File: src/rtl/lse_pkg.sv
// Shared types, constants and helper functions for the Lobatto shape function evaluator.
// Used by lse_tables, lse_mul and lobatto_shape_function_eval; depends on nothing else.
package lse_pkg;

   localparam int MAX_DEGREE  = 10;
   localparam int FRAC_BITS   = 16;
   localparam int POINT_W     = 18;
   localparam int VAL_W       = 18;
   localparam int SLOPE_W     = 20;
   localparam int DEG_W       = 6;
   localparam int MODE_W      = 2;
   localparam int LEG_W       = FRAC_BITS + 8;
   localparam int COEF_BITS   = 28;
   localparam int COEF_W      = 32;
   localparam int COEF_DEPTH  = 1 << DEG_W;
   localparam int CLAMP_BITS  = 22;
   localparam int OPND_W      = 33;
   localparam int PROD_W      = 2 * OPND_W;
   localparam int WIDE_W      = PROD_W + 2;
   localparam int T_W         = 35;
   localparam int RECIP_SHIFT = 32;
   localparam int RECIP_W     = 32;
   localparam int DIVN_W      = 31;
   localparam int DIVR_W      = 7;
   localparam int DIVR_DEPTH  = 1 << DIVR_W;

   localparam logic [MODE_W-1:0] MODE_LEFT  = 2'd1;
   localparam logic [MODE_W-1:0] MODE_RIGHT = 2'd2;

   typedef logic signed [WIDE_W-1:0]  wide_type;
   typedef logic signed [OPND_W-1:0]  opnd_type;
   typedef logic signed [PROD_W-1:0]  prod_type;

   localparam wide_type ONE_WIDE  = WIDE_W'(1) <<< FRAC_BITS;
   localparam wide_type OPND_LIM  = WIDE_W'(1) <<< CLAMP_BITS;
   // Dividend magnitudes above this bound saturate the quotient anyway.
   localparam wide_type DIVN_LIM  = (WIDE_W'(1) <<< (DIVN_W - 1)) - WIDE_W'(1);

   typedef enum logic [3:0] {
      ST_IDLE,
      ST_HAT0,
      ST_HAT1,
      ST_KM,
      ST_KMC,
      ST_IP,
      ST_NUM,
      ST_DIVQ,
      ST_DIVC,
      ST_SLOPE,
      ST_VALN,
      ST_VALQ,
      ST_VALC,
      ST_EMIT
   } state_type;

   typedef struct packed {
      opnd_type a;
      opnd_type b;
   } mul_req_type;

   function automatic wide_type clamp_wide(input wide_type v, input wide_type lim);
      wide_type r;
      r = v;
      if (v < -lim) r = -lim;
      if (v > lim) r = lim;
      return r;
   endfunction

   function automatic wide_type sat_wide(input wide_type v, input int bits);
      wide_type hi;
      wide_type r;
      hi = (WIDE_W'(1) <<< (bits - 1)) - WIDE_W'(1);
      r = v;
      if (v < -hi - WIDE_W'(1)) r = -hi - WIDE_W'(1);
      if (v > hi) r = hi;
      return r;
   endfunction

   function automatic wide_type abs_wide(input wide_type v);
      return (v < 0) ? -v : v;
   endfunction

   // Arithmetic right shift that rounds to nearest, halves away from zero.
   function automatic wide_type rnd_shr(input wide_type v, input int sh);
      wide_type mag;
      wide_type q;
      mag = abs_wide(v);
      q = (mag + (WIDE_W'(1) <<< (sh - 1))) >>> sh;
      return (v < 0) ? -q : q;
   endfunction

   function automatic logic signed [VAL_W-1:0] sat_val(input wide_type v);
      wide_type c;
      c = sat_wide(clamp_wide(v, ONE_WIDE), VAL_W);
      return c[VAL_W-1:0];
   endfunction

   // Integer square root rounded to nearest; evaluated only at elaboration.
   function automatic logic [63:0] isqrt_round(input logic [63:0] a);
      logic [63:0] rem;
      logic [63:0] res;
      logic [63:0] bt;
      rem = a;
      res = '0;
      bt  = 64'd1 << 62;
      for (int s = 0; s < 32; s++) begin
         if (rem >= res + bt) begin
            rem = rem - (res + bt);
            res = (res >> 1) + bt;
         end else begin
            res = res >> 1;
         end
         bt = bt >> 2;
      end
      if (rem > res) res = res + 64'd1;
      return res;
   endfunction

endpackage

File: src/rtl/lse_mul.sv
// Shared signed multiplier with a registered product, one operation per cycle.
// Depends on lse_pkg.
module lse_mul (
   input  logic                 clock,
   input  lse_pkg::mul_req_type mul_req,
   output lse_pkg::prod_type    prod
);
   import lse_pkg::*;

   prod_type prod_ff;

   always_ff @(posedge clock) begin
      prod_ff <= PROD_W'(mul_req.a) * PROD_W'(mul_req.b);
   end

   assign prod = prod_ff;

endmodule

File: config.mk
export PLATFORM = sky130hd
export DESIGN_NAME = lse_mul
export DESIGN_NICKNAME = d
export VERILOG_FILES = /design/src/rtl/lse_pkg.sv /design/src/rtl/lse_mul.sv
export SDC_FILE = /design/constraint.sdc
export NUM_CORES = 2
export LEC_CHECK = 0
export BUFFER_PORTS_ARGS = -buffer_cell sky130_fd_sc_hd__buf_4
export CAP_MARGIN = 20
export CORE_MARGIN = 1
export CORE_UTILIZATION = 65
export CTS_CLUSTER_DIAMETER = 60
export DETAILED_ROUTE_END_ITERATION = 10
export GPL_ROUTABILITY_DRIVEN = 0
export PLACE_DENSITY = 0.89
export SLEW_MARGIN = 30
export SYNTH_ARGS = -nofsm -noshare
export SYNTH_HDL_FRONTEND = slang
export SYNTH_SLANG_ARGS = --single-unit
File: constraint.sdc
create_clock -name clock -period 19.7 [get_ports clock]
set_clock_uncertainty 0.15 [all_clocks]
set_input_delay 2.955 -clock clock [delete_from_list [all_inputs] [get_ports clock]]
set_output_delay 2.955 -clock clock [all_outputs]
set_load 0.05 [all_outputs]
==> run metrics <==
Setup-failing EPs final 0; global route overflow 0; count of state elements after synthesis 66; Syn Area/Cell about 9.4 um^2; Iter 0 DRT Violations ~2800; pre-CTS WS approximately 9000 ps; Post-CTS Resized 0; Post-Synth Simple-Gate Area 0.1578; max-slew violations 0; Clock Pin Slew Worst Setup and Hold Paths 70 ps; startpoint type of the worst setup path primary input; CP max stage cell fa_1; syn_nets between 5000 and 6000; crit path from mul_req[9]; DP HPWL between 80 and 90 mm; area occupied by multi-input gates roughly 34000 um^2; Core ar. between 60000 and 70000 um^2; Die X approximately 250 um; WL final 108.9 mm; Syn Inst Count about 4300; Max Buffers Root-to-Sink 2; Area Growth Syn to Fin 3.738%; Async S/R FF share, synth 0; post-synthesis adder-cell area fraction 0.6294; fillcell total about 4300; sequential share of the synthesized area 0.03244; WP data arrival around 11000 ps; Final TNS setup 0 ps; Reg area between 1000 and 1500 um^2; Setup crit end kind flop; Final #Nets 5691; Hold Crit Class in -> reg; post-synthesis mux area share 0; DRC 0; flip-flop count of the largest register after layout between 60 and 70; layout cell share with drive strength beyond 1 0.04383; met3 wire len between 10 and 15 mm; commonest non-fill, non-tap cell in the layout fa_1; First-pass DRT Iterations 8; Post CTS Setup Buffer Count 0; IO Port Bufs between 100 and 150; Max Cap Viol 0; CTS Hold Bufs 0; initial antenna violation count 1; critical-path cell list buf_4 > and2_1 > fa_1 > fa_1 > inv_1 > fa_1 > inv_1 > fa_1 > fa_1 > fa_1 > fa_1 > inv_1 > fa_1 > inv_1 > ha_1 > a21oi_1 > nand2_1 > a2111oi_0 > a21oi_1 > a2111o_1 > a21oi_1 > xnor2_1; crit-path most repeated cell fa_1; initial core utilization 0.6589; status complete, no violations; endpoints failing hold 0; routed vias 29940; total length of routed met2 wires ~53 mm; Max FO, Critical Path 35; main combinational cell family by area after synthesis adder cells; crit path kind in -> reg; xor/xnor share of the synthesized area 0.01462; clock sinks 66; Tot GR Track Use 0.3699; CTS H-tree lvls 3; clock root cell clkbuf_16; minimum clock period about 11000 ps; Fmax between 90 and 100 MHz; Yosys warning count 0; post-route ant nets 0; M1 wire length ~35 mm; io pins 133; Slew @ Worst Pin approximately 1000 ps; slew margin rel. 0.3377; Die H 252.3 um; predominant post-synthesis flop cell dfxtp_1; Final WS setup around 8900 ps; vias in the first global route approximately 34000; die area 63670 um^2; Largest stage delay, worst path 740 ps; EDFF count, synth 0; CTS tree done; Setup crit end prod[53]$_DFF_P_; final worst path period share 0.5500; cell area after synthesis slightly above 40000 um^2; Rows a little over 90; largest net degree at the start of global routing 34; Max Used Layer met5; via density per instance slightly below 6; RSZ-0062 raised after global routing false; most frequent cells in the layout 1144 x fa_1, 1130 x inv_1, 562 x and2_1; global-route wire length before repair about 180 mm; Worst Path Required 19870 ps; average wire per standard cell 21.31 um; CTS buffer count 9; post-synthesis cell type count 80; post-synthesis compound-gate area fraction 0.04067
==> critical path: cells and delay by family <==
| family | cells | cell delay, ps |
|---|---|---|
| xor gates and xnor gates | 1 | 140 |
| AOI/OAI and AO/OA | 5 | 2100 |
| adders and majority gates | 9 | 4570 |
| and+or+nand+nor | 2 | 490 |
| buffers and inverters | 5 | 700 |
==> stage by stage <==
stage	instances	hold slack (ps)	utilization	instance area [um^2]
3_3_place_gp	5088	3256	0.6783	41940
5_1_grt	5103	2859	0.6833	42240
2_1_floorplan	4338	2932	-	40730
3_5_place_dp	5088	3255	0.6783	41940
4_1_cts	5103	2853	0.6833	42240
6_report	5108	2861	0.6835	42260
==> worst min-delay path by stage <==
stage	from	to	slack, ps	cells after the start
after floorplan	mul_req[33]	prod[0]$_DFF_P_	2930	1
after global placement	prod[26]$_DFF_P_	prod[26]	3260	1
after detailed placement	prod[11]$_DFF_P_	prod[11]	3260	1
after CTS	mul_req[0]	prod[0]$_DFF_P_	2850	2
after global routing	mul_req[0]	prod[0]$_DFF_P_	2860	2
final	mul_req[0]	prod[0]$_DFF_P_	2860	2
==> per-layer routing <==
| layer | vias up | global-route usage |
|---|---|---|
| li1 | 12170 | - |
| met4 | 2 | 0.2410 |
| met2 | 1959 | 0.6010 |
| met5 | - | 0.01467 |
| met1 | 15240 | 0.4308 |
| met3 | 565 | 0.1039 |
==> area by class of cell <==
type                            instances  area share
Timing Repair Buffer                  134     0.02381
Clock buffer                           13    0.006396
Antenna cell                            5   0.0002961
Multi-Input combinational cell       2920      0.8122
Inverter                             1131      0.1005
Sequential cell                        66     0.03127
Clock inverter                          2   0.0008291
Tap cell                              837     0.02478
==> cells in the mapped netlist, types with 6 or more instances <==
cell | n | share of area
clkbuf_1 | 208 | 0.019
ha_1 | 217 | 0.067
o21bai_1 | 11 | 0.0020
fa_1 | 1145 | 0.56
o21a_1 | 6 | 0.0011
and2_1 | 562 | 0.086
nand3_1 | 25 | 0.0031
buf_2 | 11 | 0.0014
dfxtp_1 | 66 | 0.032
a21oi_1 | 57 | 0.0070
xnor2_1 | 43 | 0.0092
nor2_1 | 68 | 0.0063
inv_1 | 1131 | 0.10
nand4_1 | 11 | 0.0017
a21o_1 | 36 | 0.0066
nand2_1 | 551 | 0.051
nand2b_1 | 12 | 0.0018
a31oi_1 | 8 | 0.0012
nor3_1 | 7 | 0.00086
xor2_1 | 25 | 0.0054
a211o_1 | 6 | 0.0013
o21ai_1 | 6 | 0.00074
o21ai_0 | 25 | 0.0031
a211oi_1 | 7 | 0.0013
==> cells by family (layout without fill, tap and decap cells) <==
group,after synthesis,after routing
simple gates,1271,1271
buf+inv,1352,1280
xor+xnor,68,68
other cells,0,5
flops,66,66
fa+ha+maj,1362,1362
compound gates,219,219
Power is left out: the tool's default activity adds up to more than one toggle a clock period on the data nets, which glitch-free logic cannot reach.
